$ cat config.mk
export PLATFORM = sky130hd
export DESIGN_NAME = color_string_attr_parser
export DESIGN_NICKNAME = d
export VERILOG_FILES = /design/src/rtl/core/csap_pkg.sv /design/src/rtl/core/csap_ram.sv /design/src/rtl/core/color_string_attr_parser.sv
export SDC_FILE = /design/constraint.sdc
export NUM_CORES = 1
export LEC_CHECK = 0
export ABC_CLOCK_PERIOD_IN_PS = 3200
export BUFFER_PORTS_ARGS = -buffer_cell sky130_fd_sc_hd__buf_2
export CORE_AREA = 3 3 349 179
export CTS_BUF_LIST = sky130_fd_sc_hd__clkbuf_8
export DETAILED_ROUTE_END_ITERATION = 7
export DIE_AREA = 0 0 352 182
export SYNTH_ARGS = -nofsm -noshare
export SYNTH_HDL_FRONTEND = slang
export SYNTH_SLANG_ARGS = --single-unit
$ cat constraint.sdc
create_clock -name clk_i -period 3.2 [get_ports clk_i]
set_clock_uncertainty 0.15 [all_clocks]
set_input_delay 0.32 -clock clk_i [delete_from_list [all_inputs] [get_ports clk_i]]
set_output_delay 0.32 -clock clk_i [all_outputs]
set_load 0.005 [all_outputs]
$ cat src/rtl/core/csap_pkg.sv
// ----------------------------------------------------------------------------
// csap_pkg: color string attribute parser package
// Shared constants, coding tables and helper functions for the parser.
// ----------------------------------------------------------------------------
`timescale 1ns / 1ps
`default_nettype none

package csap_pkg;

  // Default geometry
  localparam int unsigned SLOT_COUNT_DEF = 32;
  localparam int unsigned TOKEN_MAX_DEF  = 8;

  // Field widths
  localparam int unsigned CHAR_W  = 8;
  localparam int unsigned SLOT_W  = 8;
  localparam int unsigned TLEN_W  = 4;
  localparam int unsigned ACC_W   = 4;
  localparam int unsigned DIG_W   = 7;
  localparam int unsigned PAIR_W  = 4;
  localparam int unsigned ATTR_W  = 16;
  localparam int unsigned APB_DW  = 32;
  localparam int unsigned APB_AW  = 3;

  // Slot addresses reachable from a pair index: 2*idx and 2*idx+1
  localparam int unsigned PAIR_SLOTS = 2 ** (PAIR_W + 1);

  // Register map (word select bit of paddr)
  localparam logic REG_PAIR_IDX = 1'b0;
  localparam logic REG_EXT_MODE = 1'b1;

  // Character codes
  localparam logic [CHAR_W-1:0] CH_COMMA = 8'h2c;
  localparam logic [CHAR_W-1:0] CH_SLASH = 8'h2f;
  localparam logic [CHAR_W-1:0] CH_SPACE = 8'h20;
  localparam logic [CHAR_W-1:0] CH_THREE = 8'h33;
  localparam logic [CHAR_W-1:0] CH_LOW_A = 8'h61;
  localparam logic [CHAR_W-1:0] CH_LOW_Z = 8'h7a;
  localparam logic [CHAR_W-1:0] CH_CASE  = 8'h20;
  localparam logic [CHAR_W-1:0] CH_B     = 8'h42;
  localparam logic [CHAR_W-1:0] CH_G     = 8'h47;
  localparam logic [CHAR_W-1:0] CH_R     = 8'h52;
  localparam logic [CHAR_W-1:0] CH_W     = 8'h57;
  localparam logic [CHAR_W-1:0] CH_PLUS  = 8'h2b;

  // Extended color flag
  localparam logic [SLOT_W-1:0] FLAG_EXT = 8'h80;

  // Legacy color to extended color
  localparam logic [DIG_W-1:0] LEG_TO_EXT [16] = '{
    7'd0, 7'd4, 7'd16, 7'd20, 7'd64, 7'd68, 7'd80, 7'd126,
    7'd43, 7'd7, 7'd25, 7'd31, 7'd97, 7'd103, 7'd121, 7'd127
  };

  // Extended color (flag stripped) to legacy color
  localparam logic [ACC_W-1:0] EXT_TO_LEG [128] = '{
    4'd0, 4'd0, 4'd1, 4'd1, 4'd1, 4'd9, 4'd9, 4'd9,
    4'd2, 4'd2, 4'd3, 4'd3, 4'd1, 4'd9, 4'd9, 4'd9,
    4'd2, 4'd10, 4'd2, 4'd10, 4'd3, 4'd11, 4'd9, 4'd9,
    4'd10, 4'd10, 4'd10, 4'd10, 4'd10, 4'd10, 4'd11, 4'd11,
    4'd4, 4'd4, 4'd5, 4'd5, 4'd1, 4'd9, 4'd9, 4'd9,
    4'd6, 4'd6, 4'd8, 4'd8, 4'd1, 4'd9, 4'd9, 4'd9,
    4'd2, 4'd10, 4'd2, 4'd10, 4'd3, 4'd11, 4'd9, 4'd9,
    4'd10, 4'd10, 4'd10, 4'd10, 4'd10, 4'd10, 4'd11, 4'd11,
    4'd4, 4'd12, 4'd4, 4'd12, 4'd5, 4'd13, 4'd9, 4'd9,
    4'd4, 4'd12, 4'd4, 4'd12, 4'd5, 4'd13, 4'd9, 4'd9,
    4'd6, 4'd14, 4'd6, 4'd14, 4'd7, 4'd7, 4'd9, 4'd9,
    4'd10, 4'd10, 4'd10, 4'd10, 4'd10, 4'd10, 4'd11, 4'd11,
    4'd12, 4'd12, 4'd12, 4'd12, 4'd12, 4'd12, 4'd13, 4'd13,
    4'd12, 4'd12, 4'd12, 4'd12, 4'd12, 4'd12, 4'd13, 4'd13,
    4'd12, 4'd12, 4'd12, 4'd12, 4'd12, 4'd12, 4'd13, 4'd13,
    4'd14, 4'd14, 4'd14, 4'd14, 4'd14, 4'd14, 4'd7, 4'd15
  };

  // Slot contents after reset; slots past the table hold zero
  localparam int unsigned SLOT_DEF_N = 14;
  localparam logic [SLOT_W-1:0] SLOT_DEFAULT [SLOT_DEF_N] = '{
    8'd7, 8'd0, 8'd0, 8'd7, 8'd7, 8'd0, 8'd7,
    8'd0, 8'd7, 8'd0, 8'd7, 8'd0, 8'd7, 8'd0
  };

  // Reset value of a slot (address zero-extended to 6 bits)
  function automatic logic [SLOT_W-1:0] slot_default(input logic [5:0] addr);
    logic [SLOT_W-1:0] val;
    val = '0;
    if (addr < 6'(SLOT_DEF_N)) begin
      val = SLOT_DEFAULT[addr[3:0]];
    end
    return val;
  endfunction

  // Color value of a finished token
  function automatic logic [SLOT_W-1:0] token_value(
    input logic [TLEN_W-1:0] len,
    input logic [CHAR_W-1:0] first,
    input logic [ACC_W-1:0]  acc,
    input logic [DIG_W-1:0]  dig
  );
    logic [SLOT_W-1:0] val;
    if ((len != '0) && (first > CH_THREE)) begin
      val = {4'b0, acc};
    end else begin
      val = {1'b1, dig};
    end
    return val;
  endfunction

endpackage

`default_nettype wire

$ cat src/rtl/core/csap_ram.sv
// ----------------------------------------------------------------------------
// csap_ram: generic RAM
// One write port, two read ports with registered read data and read enable.
// ----------------------------------------------------------------------------
`timescale 1ns / 1ps
`default_nettype none

module csap_ram #(
  parameter int unsigned WIDTH = 8,
  parameter int unsigned DEPTH = 32,
  localparam int unsigned AW   = (DEPTH > 1) ? $clog2(DEPTH) : 1
) (
  input  wire logic             clk_i,
  input  wire logic             we_i,
  input  wire logic [AW-1:0]    waddr_i,
  input  wire logic [WIDTH-1:0] wdata_i,
  input  wire logic             re_i,
  input  wire logic [AW-1:0]    raddr_a_i,
  input  wire logic [AW-1:0]    raddr_b_i,
  output logic      [WIDTH-1:0] rdata_a_o,
  output logic      [WIDTH-1:0] rdata_b_o
);

  logic [WIDTH-1:0] mem_q [DEPTH];
  logic [WIDTH-1:0] rdata_a_q;
  logic [WIDTH-1:0] rdata_b_q;

  // Write and registered read (read returns the old contents)
  always_ff @(posedge clk_i) begin
    if (we_i) begin
      mem_q[waddr_i] <= wdata_i;
    end
    if (re_i) begin
      rdata_a_q <= mem_q[raddr_a_i];
      rdata_b_q <= mem_q[raddr_b_i];
    end
  end

  assign rdata_a_o = rdata_a_q;
  assign rdata_b_o = rdata_b_q;

endmodule

`default_nettype wire

$ cat src/rtl/core/color_string_attr_parser.sv
// Pipeline: a last character gives its result after passing the input register,
//   the slot RAM read and the attribute register.
// Throughput: one character per cycle; a token write stalls while an empty slot is
//   queued for the slot RAM write port, a last character while the output stalls.
// Reset: asynchronous, active low; slots read as their defaults until written
//   (per-slot valid bits), pair index 0, extended mode on.
// ----------------------------------------------------------------------------
// color_string_attr_parser: color string attribute parser
// Tokenizes a color string into color slots and returns the text attribute of
// the configured foreground/background slot pair at the end of each string.
// ----------------------------------------------------------------------------
`timescale 1ns / 1ps
`default_nettype none

module color_string_attr_parser #(
  parameter int unsigned SLOT_COUNT = csap_pkg::SLOT_COUNT_DEF,
  parameter int unsigned TOKEN_MAX  = csap_pkg::TOKEN_MAX_DEF
) (
  input  wire logic                          clk_i,
  input  wire logic                          rst_ni,
  // configuration port
  input  wire logic                          psel,
  input  wire logic                          penable,
  input  wire logic                          pwrite,
  input  wire logic [csap_pkg::APB_AW-1:0]   paddr,
  input  wire logic [csap_pkg::APB_DW-1:0]   pwdata,
  output logic      [csap_pkg::APB_DW-1:0]   prdata,
  output logic                               pready,
  // character input
  input  wire logic                          in_valid_i,
  output logic                               in_stall_o,
  input  wire logic [csap_pkg::CHAR_W-1:0]   char_code_i,
  input  wire logic                          last_char_i,
  // attribute output
  output logic                               out_valid_o,
  input  wire logic                          out_stall_i,
  output logic      [csap_pkg::ATTR_W-1:0]   text_attr_o,
  output logic                               attr_is_extended_o
);

  localparam int unsigned AW = (SLOT_COUNT > 1) ? $clog2(SLOT_COUNT) : 1;
  localparam int unsigned PW = $clog2(SLOT_COUNT + 1);

  localparam logic [PW:0]   SLOT_END = (PW + 1)'(SLOT_COUNT);
  localparam logic [csap_pkg::TLEN_W-1:0] TLEN_MAX = csap_pkg::TLEN_W'(TOKEN_MAX);

  // --------------------------------------------------------------------------
  // Configuration registers
  // --------------------------------------------------------------------------
  logic [csap_pkg::PAIR_W-1:0] pair_idx_q;
  logic                        ext_mode_q;
  logic                        cfg_wr;

  assign pready = 1'b1;
  assign cfg_wr = psel & penable & pwrite;

  always_ff @(posedge clk_i or negedge rst_ni) begin
    if (!rst_ni) begin
      pair_idx_q <= '0;
      ext_mode_q <= 1'b1;
    end else if (cfg_wr) begin
      unique case (paddr[2])
        csap_pkg::REG_PAIR_IDX: pair_idx_q <= pwdata[csap_pkg::PAIR_W-1:0];
        csap_pkg::REG_EXT_MODE: ext_mode_q <= pwdata[0];
        default: ;
      endcase
    end
  end

  always_comb begin
    unique case (paddr[2])
      csap_pkg::REG_PAIR_IDX: prdata = {{(csap_pkg::APB_DW - csap_pkg::PAIR_W){1'b0}},
                                        pair_idx_q};
      csap_pkg::REG_EXT_MODE: prdata = {{(csap_pkg::APB_DW - 1){1'b0}}, ext_mode_q};
      default:                prdata = '0;
    endcase
  end

  // Pair slot addresses, folded modulo the slot count at elaboration
  logic [AW-1:0] pair_map [csap_pkg::PAIR_SLOTS];
  logic [AW-1:0] fg_addr;
  logic [AW-1:0] bg_addr;

  for (genvar gi = 0; gi < csap_pkg::PAIR_SLOTS; gi++) begin : g_pair_map
    assign pair_map[gi] = AW'(gi % SLOT_COUNT);
  end

  assign fg_addr = pair_map[{pair_idx_q, 1'b0}];
  assign bg_addr = pair_map[{pair_idx_q, 1'b1}];

  // --------------------------------------------------------------------------
  // Input register
  // --------------------------------------------------------------------------
  logic                        s1_v_q;
  logic [csap_pkg::CHAR_W-1:0] s1_char_q;
  logic                        s1_last_q;
  logic                        s1_go;
  logic                        in_take;

  assign in_stall_o = s1_v_q & ~s1_go;
  assign in_take    = in_valid_i & ~in_stall_o;

  always_ff @(posedge clk_i or negedge rst_ni) begin
    if (!rst_ni) begin
      s1_v_q <= 1'b0;
    end else if (in_take) begin
      s1_v_q <= 1'b1;
    end else if (s1_go) begin
      s1_v_q <= 1'b0;
    end
  end

  always_ff @(posedge clk_i) begin
    if (in_take) begin
      s1_char_q <= char_code_i;
      s1_last_q <= last_char_i;
    end
  end

  // --------------------------------------------------------------------------
  // Tokenizer state
  // --------------------------------------------------------------------------
  logic [PW-1:0]                 pos_q, pos_d;
  logic [csap_pkg::TLEN_W-1:0]   tlen_q, tlen_d;
  logic [csap_pkg::CHAR_W-1:0]   first_q, first_d;
  logic [csap_pkg::ACC_W-1:0]    acc_q, acc_d;
  logic [csap_pkg::DIG_W-1:0]    dig_q, dig_d;

  // token with the current character added
  logic [csap_pkg::CHAR_W-1:0]   up_char;
  logic [csap_pkg::TLEN_W-1:0]   add_len;
  logic [csap_pkg::CHAR_W-1:0]   add_first;
  logic [csap_pkg::ACC_W-1:0]    add_acc;
  logic [csap_pkg::DIG_W-1:0]    add_dig;

  // slot writes caused by this character
  logic                          w1_en;
  logic [csap_pkg::SLOT_W-1:0]   w1_data;
  logic                          w2_en;
  logic [AW-1:0]                 w2_addr;

  logic                          active;
  logic                          is_comma;
  logic                          is_delim;
  logic [PW:0]                   sum1, sum2;
  logic [PW-1:0]                 adv1, adv2, adv;

  // Add one character to the token being built
  always_comb begin
    up_char = s1_char_q;
    if ((s1_char_q >= csap_pkg::CH_LOW_A) && (s1_char_q <= csap_pkg::CH_LOW_Z)) begin
      up_char = s1_char_q - csap_pkg::CH_CASE;
    end
    add_len   = tlen_q + 1'b1;
    add_first = (tlen_q == '0) ? s1_char_q : first_q;
    add_acc   = acc_q;
    unique case (up_char)
      csap_pkg::CH_B:    add_acc = acc_q | 4'd1;
      csap_pkg::CH_G:    add_acc = acc_q | 4'd2;
      csap_pkg::CH_R:    add_acc = acc_q | 4'd4;
      csap_pkg::CH_W:    add_acc = acc_q | 4'd7;
      csap_pkg::CH_PLUS: add_acc = acc_q | 4'd8;
      default:           add_acc = acc_q;
    endcase
    add_dig = dig_q;
    unique case (tlen_q)
      4'd0:    add_dig[6:5] = dig_q[6:5] | s1_char_q[1:0];
      4'd1:    add_dig[4:3] = dig_q[4:3] | s1_char_q[1:0];
      4'd2:    add_dig[2:1] = dig_q[2:1] | s1_char_q[1:0];
      4'd3:    add_dig[0]   = dig_q[0]   | s1_char_q[0];
      default: add_dig = dig_q;
    endcase
  end

  // Saturating slot advance
  assign sum1 = {1'b0, pos_q} + (PW + 1)'(1);
  assign sum2 = {1'b0, pos_q} + (PW + 1)'(2);
  assign adv1 = (sum1 > SLOT_END) ? SLOT_END[PW-1:0] : sum1[PW-1:0];
  assign adv2 = (sum2 > SLOT_END) ? SLOT_END[PW-1:0] : sum2[PW-1:0];

  assign active   = ({1'b0, pos_q} < SLOT_END);
  assign is_comma = (s1_char_q == csap_pkg::CH_COMMA);
  assign is_delim = is_comma | (s1_char_q == csap_pkg::CH_SLASH);

  // Token step: next state and slot writes
  always_comb begin
    pos_d   = pos_q;
    tlen_d  = tlen_q;
    first_d = first_q;
    acc_d   = acc_q;
    dig_d   = dig_q;
    w1_en   = 1'b0;
    w1_data = csap_pkg::token_value(tlen_q, first_q, acc_q, dig_q);
    w2_en   = 1'b0;
    adv     = adv1;
    if (active) begin
      if (is_delim) begin
        // close the token; a comma after an even slot skips one
        w1_en  = 1'b1;
        adv    = (is_comma && !pos_q[0]) ? adv2 : adv1;
        pos_d  = adv;
        tlen_d = '0; first_d = '0; acc_d = '0; dig_d = '0;
        w2_en  = s1_last_q && ({1'b0, adv} < SLOT_END);
      end else if (s1_char_q == csap_pkg::CH_SPACE) begin
        w1_en = s1_last_q;
      end else begin
        w1_data = csap_pkg::token_value(add_len, add_first, add_acc, add_dig);
        if (add_len >= TLEN_MAX) begin
          // token full: close it
          w1_en  = 1'b1;
          pos_d  = adv1;
          tlen_d = '0; first_d = '0; acc_d = '0; dig_d = '0;
          w2_en  = s1_last_q && ({1'b0, adv1} < SLOT_END);
        end else begin
          w1_en   = s1_last_q;
          tlen_d  = add_len;
          first_d = add_first;
          acc_d   = add_acc;
          dig_d   = add_dig;
        end
      end
    end
    // end of string: start over
    if (s1_last_q) begin
      pos_d = '0; tlen_d = '0; first_d = '0; acc_d = '0; dig_d = '0;
    end
  end

  assign w2_addr = adv[AW-1:0];

  always_ff @(posedge clk_i or negedge rst_ni) begin
    if (!rst_ni) begin
      pos_q   <= '0;
      tlen_q  <= '0;
      first_q <= '0;
      acc_q   <= '0;
      dig_q   <= '0;
    end else if (s1_go) begin
      pos_q   <= pos_d;
      tlen_q  <= tlen_d;
      first_q <= first_d;
      acc_q   <= acc_d;
      dig_q   <= dig_d;
    end
  end

  // --------------------------------------------------------------------------
  // Pipeline control
  // --------------------------------------------------------------------------
  logic s2_v_q;
  logic out_v_q;
  logic out_ready;
  logic s2_ready;
  logic pend_v_q;
  logic [AW-1:0] pend_addr_q;

  assign out_ready = ~out_v_q | ~out_stall_i;
  assign s2_ready  = ~s2_v_q | out_ready;
  // a token write waits while a queued empty slot drains
  assign s1_go     = s1_v_q & (~s1_last_q | s2_ready) & ~(pend_v_q & w1_en);

  // --------------------------------------------------------------------------
  // Slot RAM write port and queued empty slot
  // --------------------------------------------------------------------------
  logic                        ram_we;
  logic [AW-1:0]               ram_waddr;
  logic [csap_pkg::SLOT_W-1:0] ram_wdata;
  logic                        tok_wr;
  logic [SLOT_COUNT-1:0]       vld_q;

  assign tok_wr    = s1_go & w1_en;
  assign ram_we    = tok_wr | pend_v_q;
  assign ram_waddr = tok_wr ? pos_q[AW-1:0] : pend_addr_q;
  assign ram_wdata = tok_wr ? w1_data : csap_pkg::FLAG_EXT;

  always_ff @(posedge clk_i or negedge rst_ni) begin
    if (!rst_ni) begin
      pend_v_q <= 1'b0;
      vld_q    <= '0;
    end else begin
      pend_v_q <= s1_go & w2_en;
      if (ram_we) begin
        vld_q[ram_waddr] <= 1'b1;
      end
    end
  end

  always_ff @(posedge clk_i) begin
    if (s1_go && w2_en) begin
      pend_addr_q <= w2_addr;
    end
  end

  // --------------------------------------------------------------------------
  // Pair read with forwarding of this cycle's writes
  // --------------------------------------------------------------------------
  logic                        rd_en;
  logic [csap_pkg::SLOT_W-1:0] ram_a, ram_b;
  logic                        use_a, use_b;
  logic [csap_pkg::SLOT_W-1:0] fb_a, fb_b;
  logic                        s2_use_a_q, s2_use_b_q;
  logic [csap_pkg::SLOT_W-1:0] s2_fb_a_q, s2_fb_b_q;

  assign rd_en = s1_go & s1_last_q;

  csap_ram #(
    .WIDTH (csap_pkg::SLOT_W),
    .DEPTH (SLOT_COUNT)
  ) u_slot_ram (
    .clk_i     (clk_i),
    .we_i      (ram_we),
    .waddr_i   (ram_waddr),
    .wdata_i   (ram_wdata),
    .re_i      (rd_en),
    .raddr_a_i (fg_addr),
    .raddr_b_i (bg_addr),
    .rdata_a_o (ram_a),
    .rdata_b_o (ram_b)
  );

  // newest write wins: empty slot, token, queued empty slot, then RAM or slot default
  always_comb begin
    use_a = 1'b0;
    fb_a  = csap_pkg::FLAG_EXT;
    if (w2_en && (w2_addr == fg_addr)) begin
      fb_a = csap_pkg::FLAG_EXT;
    end else if (w1_en && (pos_q[AW-1:0] == fg_addr)) begin
      fb_a = w1_data;
    end else if (pend_v_q && (pend_addr_q == fg_addr)) begin
      fb_a = csap_pkg::FLAG_EXT;
    end else begin
      use_a = vld_q[fg_addr];
      fb_a  = csap_pkg::slot_default(6'(fg_addr));
    end
  end

  always_comb begin
    use_b = 1'b0;
    fb_b  = csap_pkg::FLAG_EXT;
    if (w2_en && (w2_addr == bg_addr)) begin
      fb_b = csap_pkg::FLAG_EXT;
    end else if (w1_en && (pos_q[AW-1:0] == bg_addr)) begin
      fb_b = w1_data;
    end else if (pend_v_q && (pend_addr_q == bg_addr)) begin
      fb_b = csap_pkg::FLAG_EXT;
    end else begin
      use_b = vld_q[bg_addr];
      fb_b  = csap_pkg::slot_default(6'(bg_addr));
    end
  end

  always_ff @(posedge clk_i or negedge rst_ni) begin
    if (!rst_ni) begin
      s2_v_q <= 1'b0;
    end else if (rd_en) begin
      s2_v_q <= 1'b1;
    end else if (out_ready) begin
      s2_v_q <= 1'b0;
    end
  end

  always_ff @(posedge clk_i) begin
    if (rd_en) begin
      s2_use_a_q <= use_a;
      s2_use_b_q <= use_b;
      s2_fb_a_q  <= fb_a;
      s2_fb_b_q  <= fb_b;
    end
  end

  // --------------------------------------------------------------------------
  // Attribute from the color pair
  // --------------------------------------------------------------------------
  logic [csap_pkg::SLOT_W-1:0] x1, x2;
  logic [csap_pkg::SLOT_W-1:0] n1, n2;
  logic [csap_pkg::ATTR_W-1:0] attr_d;
  logic                        ext_d;
  logic [csap_pkg::ATTR_W-1:0] text_attr_q;
  logic                        attr_ext_q;

  assign x1 = s2_use_a_q ? ram_a : s2_fb_a_q;
  assign x2 = s2_use_b_q ? ram_b : s2_fb_b_q;

  always_comb begin
    ext_d = x1[7] | x2[7];
    n1    = x1;
    n2    = x2;
    if (ext_d && ext_mode_q) begin
      // widen legacy colors
      if (!x1[7]) n1 = {1'b1, csap_pkg::LEG_TO_EXT[x1[3:0]]};
      if (!x2[7]) n2 = {1'b1, csap_pkg::LEG_TO_EXT[x2[3:0]]};
      attr_d = {n2, n1};
    end else begin
      // narrow extended colors
      if (x1[7]) n1 = {4'b0, csap_pkg::EXT_TO_LEG[x1[6:0]]};
      if (x2[7]) n2 = {4'b0, csap_pkg::EXT_TO_LEG[x2[6:0]]};
      attr_d = {8'b0, n1} + {4'b0, n2, 4'b0};
    end
  end

  always_ff @(posedge clk_i or negedge rst_ni) begin
    if (!rst_ni) begin
      out_v_q <= 1'b0;
    end else if (out_ready) begin
      out_v_q <= s2_v_q;
    end
  end

  always_ff @(posedge clk_i) begin
    if (out_ready && s2_v_q) begin
      text_attr_q <= attr_d;
      attr_ext_q  <= ext_d;
    end
  end

  assign out_valid_o        = out_v_q;
  assign text_attr_o        = text_attr_q;
  assign attr_is_extended_o = attr_ext_q;

endmodule

`default_nettype wire
Yosys cells after proc, flatten, opt, wreduce, memory -nomap -nowiden
Memory sizes are Yosys's and may differ from the RTL's. A register that Yosys moved wholly into a read port is not among the register bits. Cells that the tools add are included. W data, S select, Z words.

Word-level logic and storage cells: 240. RAM bits: 256. Memories: 9. Memory bits (read-only): 1824. Register bits: 119. Input bits: 51. Output and inout port bits: 52.

Memory list: (no name shown) (depth 128, width 4, rd ports 1, clocked after memory_dff 0, wr ports 0, RTL line color_string_attr_parser.sv:396) `if (x2[7]) n2 = {4'b0, csap_pkg::EXT_TO_LEG[x2[6:0]]};`; (no name shown) (depth 128, width 4, rd ports 1, clocked after memory_dff 0, wr ports 0, RTL line color_string_attr_parser.sv:395) `if (x1[7]) n1 = {4'b0, csap_pkg::EXT_TO_LEG[x1[6:0]]};`; u_slot_ram.mem_q (depth 32, width 8, rd ports 2, clocked after memory_dff 2, wr ports 1, RTL line csap_ram.sv:24) `logic [WIDTH-1:0] mem_q [DEPTH];`; (no name shown) (depth 32, width 5, rd ports 1, clocked after memory_dff 0, wr ports 0, RTL line color_string_attr_parser.sv:89) `assign bg_addr = pair_map[{pair_idx_q, 1'b1}];`; (no name shown) (depth 32, width 5, rd ports 1, clocked after memory_dff 0, wr ports 0, RTL line color_string_attr_parser.sv:88) `assign fg_addr = pair_map[{pair_idx_q, 1'b0}];`; (no name shown) (depth 16, width 8, rd ports 1, clocked after memory_dff 0, wr ports 0, RTL line csap_pkg.sv:87) `val = SLOT_DEFAULT[addr[3:0]];`; 3 more memories.

Reduce and logical (&&, ||, !) cells: 30. Mux-type cells: 96. Bitwise logic cells: 37. Magnitude comparators: 24. Equal/unequal tests: 18. $add $sub $neg: 5.

Operators by type and width (count): $mux W8 (27); $mux W7 (13); $pmux W32 S2 (1); $mux W4 (14); $mux W6 (8); $mux W5 (7); $eq A8 B6 Y1 const B (4); $eq A8 B7 Y1 const B (4); $or A32 B32 Y32 (1); $eq A5 B5 Y1 (6); $ge A5 B5 Y1 const B (4); $not A4 Y5 (4); $pmux W4 S5 (1); $lt A5 B6 Y1 const B (3); $lt A6 B6 Y1 const B (3); $mux W1 (18); $ge A8 B8 Y1 const B (2); $gt A8 B6 Y1 const B (2); $logic_and A1 B1 Y1 (16); $mux W16 (1); $not A7 Y8 (2); $gt A7 B6 Y1 const B (2); $add A8 B12 Y13 (1); $ge A6 B6 Y1 const B (2); 29 further kinds (64).

Logic depth before layout (Yosys ltp)
Gate-level depths: netlist of run 1.

Depth in word-level cells: 16. Gate-level depth with buffers: 16. Mapped depth without buffers: 14.

Hierarchy
From an unflattened synthesis of run 1, not the netlist that was laid out.

Cells, all modules: 1309. Area, all modules: 20010.4 um^2.

By module, submodules not included: csap_ram (sequential area each 8167.8 um^2, area an instance 12368.1 um^2, cells an instance 532, instances 1); color_string_attr_parser (sequential area each 3174.3 um^2, area an instance 7642.3 um^2, cells an instance 777, instances 1).

Least setup slack after synthesis of run 1
Ideal clock, no wire load.

Path type: register -> register. Start point: register s1_char_q[6] in the netlist's numbering. End point: memory u_slot_ram.mem_q[16][0] (enable). Required time: 2667 ps. Arrival: 2966 ps. Period minus slack after synthesis: 3499 ps. Buffers on the path: 3. Library setup time: 383 ps. Stages on the path, launching flop included: 10. Slack: -299 ps. Cell sequence: edfxtp_1 > and4b_4 > buf_6 > a31oi_1 > o21a_1 > nor4_2 > buf_2 > buf_2 > mux2_2 > nor3_1.

Word-level cells in the longest chain between the ends: 11. Elaborated cells between the ends (all ways): 15. Classes of those cells: eq/ne: 3; mux: 6; bitwise: 6.

RTL lines: from (decl) (RTL line color_string_attr_parser.sv:95) `logic [csap_pkg::CHAR_W-1:0] s1_char_q;`; from (signal assigned) (RTL line color_string_attr_parser.sv:115) `s1_char_q <= char_code_i;`; $eq A8 B6 Y1, on equally long branches (RTL line color_string_attr_parser.sv:204, color_string_attr_parser.sv:182, color_string_attr_parser.sv:183); $mux W1 / $or A1 B1 Y1 (equally long branches) (RTL line color_string_attr_parser.sv:204, color_string_attr_parser.sv:183); $mux W1 * (RTL line color_string_attr_parser.sv:197) `if (is_delim) begin`; $mux W1 * (RTL line color_string_attr_parser.sv:196) `if (active) begin`; $and A1 B1 Y1 (RTL line color_string_attr_parser.sv:260) `assign s1_go = s1_v_q & (~s1_last_q | s2_ready) & ~(pend_v_q & w1_en);`; $not A1 Y1 (RTL line color_string_attr_parser.sv:260); $and A1 B1 Y1 (RTL line color_string_attr_parser.sv:260); $and A1 B1 Y1 * (RTL line color_string_attr_parser.sv:271) `assign tok_wr = s1_go & w1_en;`; $or A1 B1 Y1 (RTL line color_string_attr_parser.sv:272) `assign ram_we = tok_wr | pend_v_q;`; $mux W1 (RTL line csap_ram.sv:30) `if (we_i) begin`; $mux W1 (implied by the code) (RTL line csap_ram.sv:31) `mem_q[waddr_i] <= wdata_i;`; to (decl) (RTL line csap_ram.sv:24).

Every way passes the cells marked *; elsewhere a longest branch is shown, timed or not.

Final worst setup path of run 1
Start point: register s1_char_q[1] in the netlist's numbering. End point: register s2_fb_a_q[1] in the netlist's numbering, data pin.

Elaborated cells between the ends (all ways): 38. Classes of those cells: add/sub: 1; order compare: 4; eq/ne: 9; mux: 17; bitwise: 1; reduce/logical: 6.

RTL lines: $eq A8 B6 Y1 (RTL line color_string_attr_parser.sv:182) `assign is_comma = (s1_char_q == csap_pkg::CH_COMMA);`; $logic_and A1 B1 Y1 (RTL line color_string_attr_parser.sv:200) `adv = (is_comma && !pos_q[0]) ? adv2 : adv1;`; $mux W6 (RTL line color_string_attr_parser.sv:200); $mux W5 * (RTL line color_string_attr_parser.sv:197); $mux W5 * (RTL line color_string_attr_parser.sv:196); via adv[2] (RTL line color_string_attr_parser.sv:146) `logic [PW-1:0] adv1, adv2, adv;`; $eq A5 B5 Y1 * (RTL line color_string_attr_parser.sv:325) `if (w2_en && (w2_addr == fg_addr)) begin`; $logic_and A1 B1 Y1 * (RTL line color_string_attr_parser.sv:325); to (signal assigned) (RTL line color_string_attr_parser.sv:366) `s2_fb_a_q <= fb_a;`; to (decl) (RTL line color_string_attr_parser.sv:302) `logic [csap_pkg::SLOT_W-1:0] s2_fb_a_q, s2_fb_b_q;`.

Mark *: on every way through the listed nets, which the timed path passes. The rest lies on a longest branch. A chain may end at the register's enable or synchronous reset.

==> flow_summary.yaml, run 1 <==
status:
  status: "finished, final reports clean"
setup_path:
  crit_type: "reg2reg"
  crit_required_ns: 3.39
  crit_path_end_kind: "flop"
  worstPathArrival_ns: 3.29
  crit_family: "compound AO/OA/AOI/OAI gates"
  crit_path_start_kind: "flop"
  worst-path-max-fanout: 5
  crit_chain: "or4_1 -> o311ai_2 -> o211ai_1 -> xor2_1 -> a2111o_1 -> o21ai_2 -> o22ai_1"
  worstPathBufferInverterCount: 0
  slowest_stage: "or4_1"
  cp_slowest_stage_delay_ns: 0.64
floorplan:
  coreArea_um2: 59200
  die_x_um: 352
  fp.dieArea_um2: 64100
  io_pins: 103
  die_h_um: 182
  initial_core_util_pct: 30.0
  rows: 63
global_routing:
  overflow: 0
  grt_pass1_vias: 11498
  antenna_found_initial: 0
  grt_max_degree: 49
  grt_usage_pct: 13.5
  grt_pass1_wl_um: 67500
sta:
  finalSetupViolations: 0
  fin_crit_sh_pct: 96.8
  fmax_ghz: 0.323
  fin_tns_setup_ns: 0
  layout_min_cycle_time_ns: 3.10
  worstMarginPinSlew_ns: 1.09
  fin_hold_ws_ns: 0.0448
  hold_violations: 0
  slew_headroom_pct: 27.0
  drv_slew: 0
clock_network:
  cts_sinks: 389
  cts_tree: "built"
  clk_pin_slew_worst_paths_ns: 0.06
  numCtsBuffers: 66
  clk_latency_ns: 0.64
  cts-htree-levels: 3
  cts_max_path_buffers: 3
  cts_root_buffer: "clkbuf_8"
logic_synthesis:
  postSynthCellCount: 1290
  yosysUniqueCellTypes: 75
  ys_ff_latch: 389
  synth.yosys.seq_area_share_pct: 63.8
  synth_area_um2: 17800
  syn_area_per_cell_um2: 13.8
  async_reset_ff_share_pct: 17.5
  synth_warnings: 0
  synth_edf_count: 321
  ys.flop_type: "edfxtp_1"
layout:
  fillers: 5642
  post-route-util_pct: 36.1
  n_antenna_cell: 0
  area_growth_pct: 20.2
  drive_gt1_share_pct: 24.9
  multi_input_area_um2: 6090
  finalNonFillerCells: 2332
  seq_area_um2: 11300
  fin_area_um2: 21400
  nets: 1536
drt:
  post_drt_via_cell_ratio: 4.87
  drt_iter0_drc: 935
  drtPass1Iterations: 5
  num_vias: 11363
  ant_nets: 0
  drt_wl_total_um: 43100
  drc: 0
  wl_per_cell_um: 18.5
placement:
  port_buffers: 43
  place_area_um2: 19900
  dpl.cell_count: 2197
  place.gp.congestion: 0.876
  hpwl_um: 28700
run:
  maxCapViolations: 0
pwr:
  p_leak_nw: 7.82
  ir_drop_v: 0.000319
  power.density_nw_per_um2: 656
worst_hold_path:
  hp-class: "in2reg"
state kept, by name (all words and copies together), names as in the netlist, 4 cells and up:
signal                flops
acc_q                     4
dig_q                     7
first_q                   6
pair_idx_q                4
pend_addr_q               5
pos_q                     6
s1_char_q                 8
s2_fb_a_q                 8
s2_fb_b_q                 8
text_attr_o              16
tlen_q                    4
u_slot_ram.mem_q        256
u_slot_ram.rdata_a_o      8
u_slot_ram.rdata_b_o      8
vld_q                    32
worst min-delay path, delay by kind of cell:
| family | cells | cell delay, ns |
|---|---|---|
| buffers and inverters | 1 | 0.11 |
| muxes | 1 | 0.18 |
| and+or+nand+nor | 1 | 0.19 |
per-layer routing:
metal  part of all wire, %  GRT usage (%)
met1                    45           17.8
met3                   5.2           3.01
met4                   2.9           5.05
met5                     0              0
met2                    47           21.8
area by class of cell:
class                   count  area share [%]
flip-flops and latches    389            53.1
multi-input cells         786            28.5
repair buffers            190            7.26
well taps                 812            4.75
clock buffers              68            4.38
clock inverters            48            1.33
inverters                  39           0.685
cell families (layout without fill, tap and decap cells):
family / after synthesis / after routing / synth area share [%]
mux: 148 / 148 / 11.5
other cells: 2 / 29 / 0.0422
simple gates: 269 / 269 / 7.49
xor+xnor: 23 / 23 / 1.13
flops: 389 / 389 / 63.8
buf+inv: 142 / 345 / 3.84
fa+ha+maj: 13 / 13 / 0.957
compound gates: 304 / 304 / 11.2
synthesized netlist by cell type (14+ instances only):
library cell | instances | area share (%)
dfrtp_1 | 67 | 9.4
a22oi_1 | 17 | 0.72
o31ai_1 | 25 | 1.1
buf_2 | 14 | 0.39
a31oi_1 | 16 | 0.56
nor2_1 | 70 | 1.5
mux2_2 | 34 | 2.2
clkbuf_1 | 48 | 1.0
inv_1 | 38 | 0.80
nand3_1 | 16 | 0.45
and2_1 | 25 | 0.88
mux2i_1 | 72 | 4.1
a221oi_1 | 20 | 0.99
a21oi_1 | 61 | 1.7
nand2_1 | 68 | 1.4
mux4_2 | 42 | 5.3
buf_4 | 29 | 1.2
o21ai_0 | 73 | 2.1
edfxtp_1 | 321 | 54
nor3_1 | 31 | 0.87
final timing paths:
check | slack (ns) | endpoint | start | cells after the start
max | 0.10 | s2_fb_a_q[1] | s1_char_q[1] | 7
min | 0.04 | pair_idx_q[0] | pwrite | 3
max reg2reg | 0.10 | s2_fb_a_q[1] | s1_char_q[1] | 7
min reg2reg | 0.31 | vld_q[14] | vld_q[14] | 2
max in group asynchronous | 1.77 | dig_q[6] | rst_ni | 3
min in group asynchronous | 0.29 | pair_idx_q[2] | rst_ni | 2
cell usage in the layout (no fill, tap or decap), drive strengths merged, types with 5 or more instances in the layout:
| cell type | n |
|---|---|
| nand2b | 8 |
| a31oi | 16 |
| o21a | 5 |
| o31ai | 25 |
| o21ai | 77 |
| mux2i | 72 |
| ha | 12 |
| nand3 | 16 |
| conb | 29 |
| nor2b | 12 |
| a21oi | 61 |
| o211ai | 6 |
| inv | 61 |
| nor2 | 70 |
| and2 | 26 |
| mux4 | 42 |
| nand2 | 68 |
| and3 | 8 |
| a221oi | 20 |
| o22ai | 10 |
| a211oi | 6 |
| buf | 172 |
| dlygate4sd3 | 18 |
| mux2 | 34 |
| nor4 | 6 |
| a22o | 10 |
| dfrtp | 67 |
| edfxtp | 321 |
| clkinv | 24 |
| xnor2 | 12 |
| clkbuf | 68 |
| o21bai | 12 |
| nand4 | 7 |
| nor3 | 31 |
| a21boi | 5 |
| xor2 | 11 |
| a22oi | 17 |
| a21o | 5 |
through the flow:
stage               total power [mW]  worst slack [ns]
finish                          14.0             0.101
global route                    14.7         -0.000962
CTS                             14.1            0.0192
detailed placement              9.87           -0.0153
global placement                9.82            0.0648
floorplan                       8.46            -0.135
repair_timing:
| action | CTS | global route |
|---|---|---|
| hold endpoints to repair | 59 | 0 |
| endpoints found under the setup margin | 0 | 291 |
| gates resized for setup | 0 | 23 |
| setup buffers | 0 | 1 |
| hold buffers | 18 | 0 |
power breakdown:
part | internal (mW) | leakage [nW] | switching (mW)
sequential | 6.03 | 3.78 | 0.199
combinational | 1.47 | 3.34 | 2.15
clock | 2.15 | 0.697 | 2.02
(Power assumes the default switching activity.)
==> inputs of run 2 (changes only) <==
ABC_CLOCK_PERIOD_IN_PS = 2700   (was 3200)
clock period = 2.7 ns   (was 3.2 ns; I/O delays follow)
==> flow_summary.yaml, run 2 (synthesis gave the netlist of run 1 again) <==
layout:
  final_common_cell: "edfxtp_1"
  finalNonFillerCells: 2493
  fin_area_um2: 23800
  regMostFlops: "u_slot_ram.mem_q"
  final_cell_mix: "edfxtp_1, buf_4, nand2_1, dfrtp_1, clkbuf_8"
  drive_gt1_share_pct: 35.6
  largest_register_ffs: 256
  fillers: 5424
  area_growth_pct: 34.1
  nets: 1694
worst_hold_path:
  hold_depth: 2
  hold_path_startpoint: "last_char_i"
  hold_end: "s1_last_q"
  hp-class: "in2reg"
pwr:
  power.density_nw_per_um2: 734
  ir_drop_v: 0.000392
  p_leak_nw: 8.97
  finalPower_mw: 17.5
status:
  violations: "negative setup slack"
  status: "finished, violations left"
drt:
  ant_nets: 0
  drt_wl_total_um: 46200
  drt_iter0_drc: 878
  wl_per_cell_um: 18.5
  drtPass1Iterations: 5
  post_drt_via_cell_ratio: 4.88
  drc: 0
  num_vias: 12160
setup_path:
  worstPathArrival_ns: 3.19
  crit_path_start_kind: "flop"
  crit_chain: "or4_4 -> o311ai_4 -> o211ai_1 -> xor2_1 -> a2111o_1 -> o21ai_2 -> o2bb2ai_1"
  ff2ff_path_depth: 7
  crit_type: "reg2reg"
  cp.depth: 7
  timing.rr.end: "s2_fb_b_q[2]"
  crit_required_ns: 2.95
  rr_startpoint: "s1_char_q[0]"
  crit_family: "compound AO/OA/AOI/OAI gates"
  cp_slowest_stage_delay_ns: 0.59
  crit_path_end_kind: "flop"
  worst-path-max-fanout: 4
  worstPathBufferInverterCount: 0
  slowest_stage: "or4_4"
  ff2ff_setup_slack_ns: -0.24
clock_network:
  numCtsBuffers: 61
  clk_latency_ns: 0.65
  clk_pin_slew_worst_paths_ns: 0.06
  cts_max_path_buffers: 3
  cts-htree-levels: 2
  cts_sinks: 389
  cts_tree: "built"
  cts_root_buffer: "clkbuf_8"
global_routing:
  grt_busiest_layer: "met2"
  overflow: 0
  grt_max_degree: 42
  grt_usage_pct: 14.3
  met3_usage_pct: 2.37
  grt_pass1_wl_um: 72200
  grt_pass1_vias: 12363
  grtUsageMet1_pct: 19.9
  antenna_found_initial: 1
  grtUsageMet2_pct: 23.0
floorplan:
  io_pins: 103
  rows: 63
  coreArea_um2: 59200
  fp.dieArea_um2: 64100
  initial_core_util_pct: 30.0
  die_h_um: 182
  die_x_um: 352
placement:
  dpl.cell_count: 2316
  place_area_um2: 21500
  place.gp.congestion: 0.859
  port_buffers: 43
  hpwl_um: 30400
sta:
  fin_crit_sh_pct: 109
  grt_setup_unrepaired: "yes"
  fin_ws_ns: -0.245
  layout_min_cycle_time_ns: 2.94
  worstMarginPinSlew_ns: 0.892
  fin_tns_setup_ns: -33.88
  slew_headroom_pct: 40.3
  drv_slew: 0
  hold_violations: 0
  finalSetupViolations: 349
  fmax_ghz: 0.340
  fin_hold_ws_ns: 0.219
run:
  maxCapViolations: 0
-- run 2: worst max-delay path by stage --
stage	start	endpoint
after detailed placement	s1_char_q[0]	s2_fb_a_q[1]
after global placement	tlen_q[0]	u_slot_ram.mem_q[31][4]
after CTS	s1_char_q[7]	in_stall_o
after floorplan	s1_char_q[6]	u_slot_ram.mem_q[0][0]
final	s1_char_q[0]	s2_fb_b_q[2]
after global routing	s2_use_b_q	text_attr_o[10]
-- run 2: what timing repair did --
item / 4_1_cts / 5_1_grt
hold buffers: 24 / 0
hold endpoints to repair: 94 / 0
gates cloned: 7 / 0
pin swaps: 44 / 13
endpoints found under the setup margin: 516 / 539
gates resized for setup: 82 / 25
buffers inserted: 34 / 3
-- run 2: worst register-to-register path, delay by kind of cell (launching register included) --
family                    cells  cell delay, ns
AOI/OAI and AO/OA             5            1.35
xor gates and xnor gates      1            0.19
DFF                           1            0.47
and+or+nand+nor               1            0.59
-- run 2: area by class of cell --
type	count	area (um^2)	area share (%)
multi-input cells	788	6750	28.3
inverters	39	146	0.614
repair buffers	351	3370	14.2
clock inverters	48	313	1.31
clock buffers	65	895	3.75
flip-flops and latches	389	11300	47.6
well taps	812	1020	4.26
diodes	1	2.50	0.0105
-- run 2: per-stage QoR --
| stage | util [%] | worst slack (ns) |
|---|---|---|
| 2_1_floorplan | - | -0.258 |
| 3_3_place_gp | 36.3 | -0.279 |
| 3_5_place_dp | 36.3 | -0.339 |
| 4_1_cts | 40.1 | -0.261 |
| 5_1_grt | 40.3 | -0.397 |
| 6_report | 40.3 | -0.245 |
-- run 2: power by group --
| group | internal [mW] | switching [mW] |
|---|---|---|
| clock network | 2.61 | 2.30 |
| registers | 7.14 | 0.207 |
| logic | 2.40 | 2.85 |
-- run 2: metal layers --
layer	share of wire, %	vias to the layer above
li1	-	5654
met1	46	6071
met2	46	364
met3	5.8	71
met4	2.6	0
met5	0	-
==> inputs of run 3 (changes only) <==
CORE_AREA = 3 3 323 166   (was 3 3 349 179)
DIE_AREA = 0 0 326 169   (was 0 0 352 182)
SETUP_SLACK_MARGIN = 0.02   (was not set)
==> flow_summary.yaml, run 3 (synthesis gave the netlist of run 1 again) <==
floorplan:
  initial_core_util_pct: 34.7
  rows: 59
  die_h_um: 169
  fp.dieArea_um2: 55100
  coreArea_um2: 51300
  die_x_um: 326
  io_pins: 103
sta:
  finalSetupViolations: 300
  fin_crit_sh_pct: 110
  fin_hold_ws_ns: 0.0470
  drv_slew: 0
  slew_headroom_pct: 52.1
  grt_setup_unrepaired: "yes"
  fmax_ghz: 0.336
  worstMarginPinSlew_ns: 0.718
  fin_ws_ns: -0.272
  layout_min_cycle_time_ns: 2.97
  hold_violations: 0
layout:
  final_common_cell: "edfxtp_1"
  post-route-util_pct: 45.3
  drive_gt1_share_pct: 35.1
  area_growth_pct: 30.8
  finalNonFillerCells: 2340
  multi_input_area_um2: 6750
  final_cell_mix: "edfxtp_1, buf_4"
  fillers: 4498
  nets: 1658
  regMostFlops: "u_slot_ram.mem_q"
  largest_register_ffs: 256
  seq_area_um2: 11300
global_routing:
  grt_pass1_vias: 11952
  grt_max_degree: 47
  antenna_found_initial: 0
  overflow: 0
  grt_usage_pct: 18.5
  grt_pass1_wl_um: 76700
drt:
  num_vias: 12362
  drtPass1Iterations: 5
  wl_per_cell_um: 21.9
  drt_iter0_drc: 1399
  drc: 0
  drt_wl_total_um: 51300
  ant_nets: 0
  post_drt_via_cell_ratio: 5.28
clock_network:
  cts_max_path_buffers: 3
  cts_root_buffer: "clkbuf_8"
  cts-htree-levels: 2
  clk_latency_ns: 0.64
  numCtsBuffers: 54
  cts_tree: "built"
  clk_pin_slew_worst_paths_ns: 0.07
  cts_sinks: 389
setup_path:
  worstPathArrival_ns: 3.19
  crit_path_start_kind: "flop"
  slowest_stage: "edfxtp_1"
  crit_path_end_kind: "flop"
  crit_required_ns: 2.91
  crit_chain: "buf_12 -> mux2i_1 -> nor2_1 -> o21ai_0 -> nand3_1 -> o21ai_2 -> ha_1 -> a21o_1 -> a21oi_2 -> nand3b_1 -> nor3_1 -> a311o_1"
  cp_slowest_stage_delay_ns: 0.37
  crit_type: "reg2reg"
  worst-path-max-fanout: 12
placement:
  port_buffers: 43
  hpwl_um: 36500
  dpl.cell_count: 2199
  place.gp.congestion: 0.900
  place_ws_ns: -0.394
run:
  maxCapViolations: 0
pwr:
  ir_drop_v: 0.000355
  p_leak_nw: 8.70
  finalPower_mw: 17.2
  power.density_nw_per_um2: 738
status:
  violations: "negative setup slack"
  status: "finished, violations left"
worst_hold_path:
  hp-class: "in2async"
==> run 3: cell type report <==
cell class	count	share of cell area, %
well taps	701	3.77
multi-input cells	786	29.0
flip-flops and latches	389	48.8
diodes	1	0.0108
clock inverters	44	1.15
repair buffers	324	13.3
clock buffers	56	3.31
inverters	39	0.629
==> run 3: stage by stage <==
step	TNS [ns]	instance area [um^2]
after CTS	-39.09	23000
after detailed placement	-129.79	21300
after global routing	-80.96	23300
final	-39.24	23300
after global placement	-118.56	21300
after floorplan	-52.02	18500
==> run 3: timing repair <==
item | CTS | global route
pin swaps | 19 | 24
hold buffers | 18 | 0
hold endpoints to repair | 70 | 0
setup buffers | 18 | 8
resized for setup | 66 | 48
endpoints found under the setup margin | 566 | 561
==> run 3: critical path, delay by kind of cell, from the launching register on <==
family | cells | cell delay (ns)
adder cells (fa/ha/maj) | 1 | 0.25
buffers and inverters | 1 | 0.17
multiplexers | 1 | 0.29
flip-flops | 1 | 0.37
AND/OR/NAND/NOR | 4 | 0.46
AO/OA/AOI/OAI | 5 | 1.01
==> run 3: worst paths after layout <==
path	slack, ns	from	end	cells after the start
max in group asynchronous	1.66	rst_ni	vld_q[22]	3
worst max register to register	-0.27	s2_use_b_q	text_attr_o[9]	12
worst max-delay path	-0.27	s2_use_b_q	text_attr_o[9]	12
min in group clk_i	0.14	pwrite	pair_idx_q[0]	3
worst min-delay path	0.05	rst_ni	pos_q[0]	2
worst min register to register	0.32	vld_q[18]	vld_q[18]	2
==> run 3: per-layer routing <==
layer  wire, um  track usage [%]
met2      19500             23.2
met5          0                0
met3       5360             5.40
met1      25900             30.8
met4        519             2.84
==> run 3: report_power, final <==
part / switching [mW] / internal (mW)
combinational: 2.94 / 2.32
sequential: 0.240 / 7.14
clock: 2.31 / 2.22
total: 5.49 / 11.7
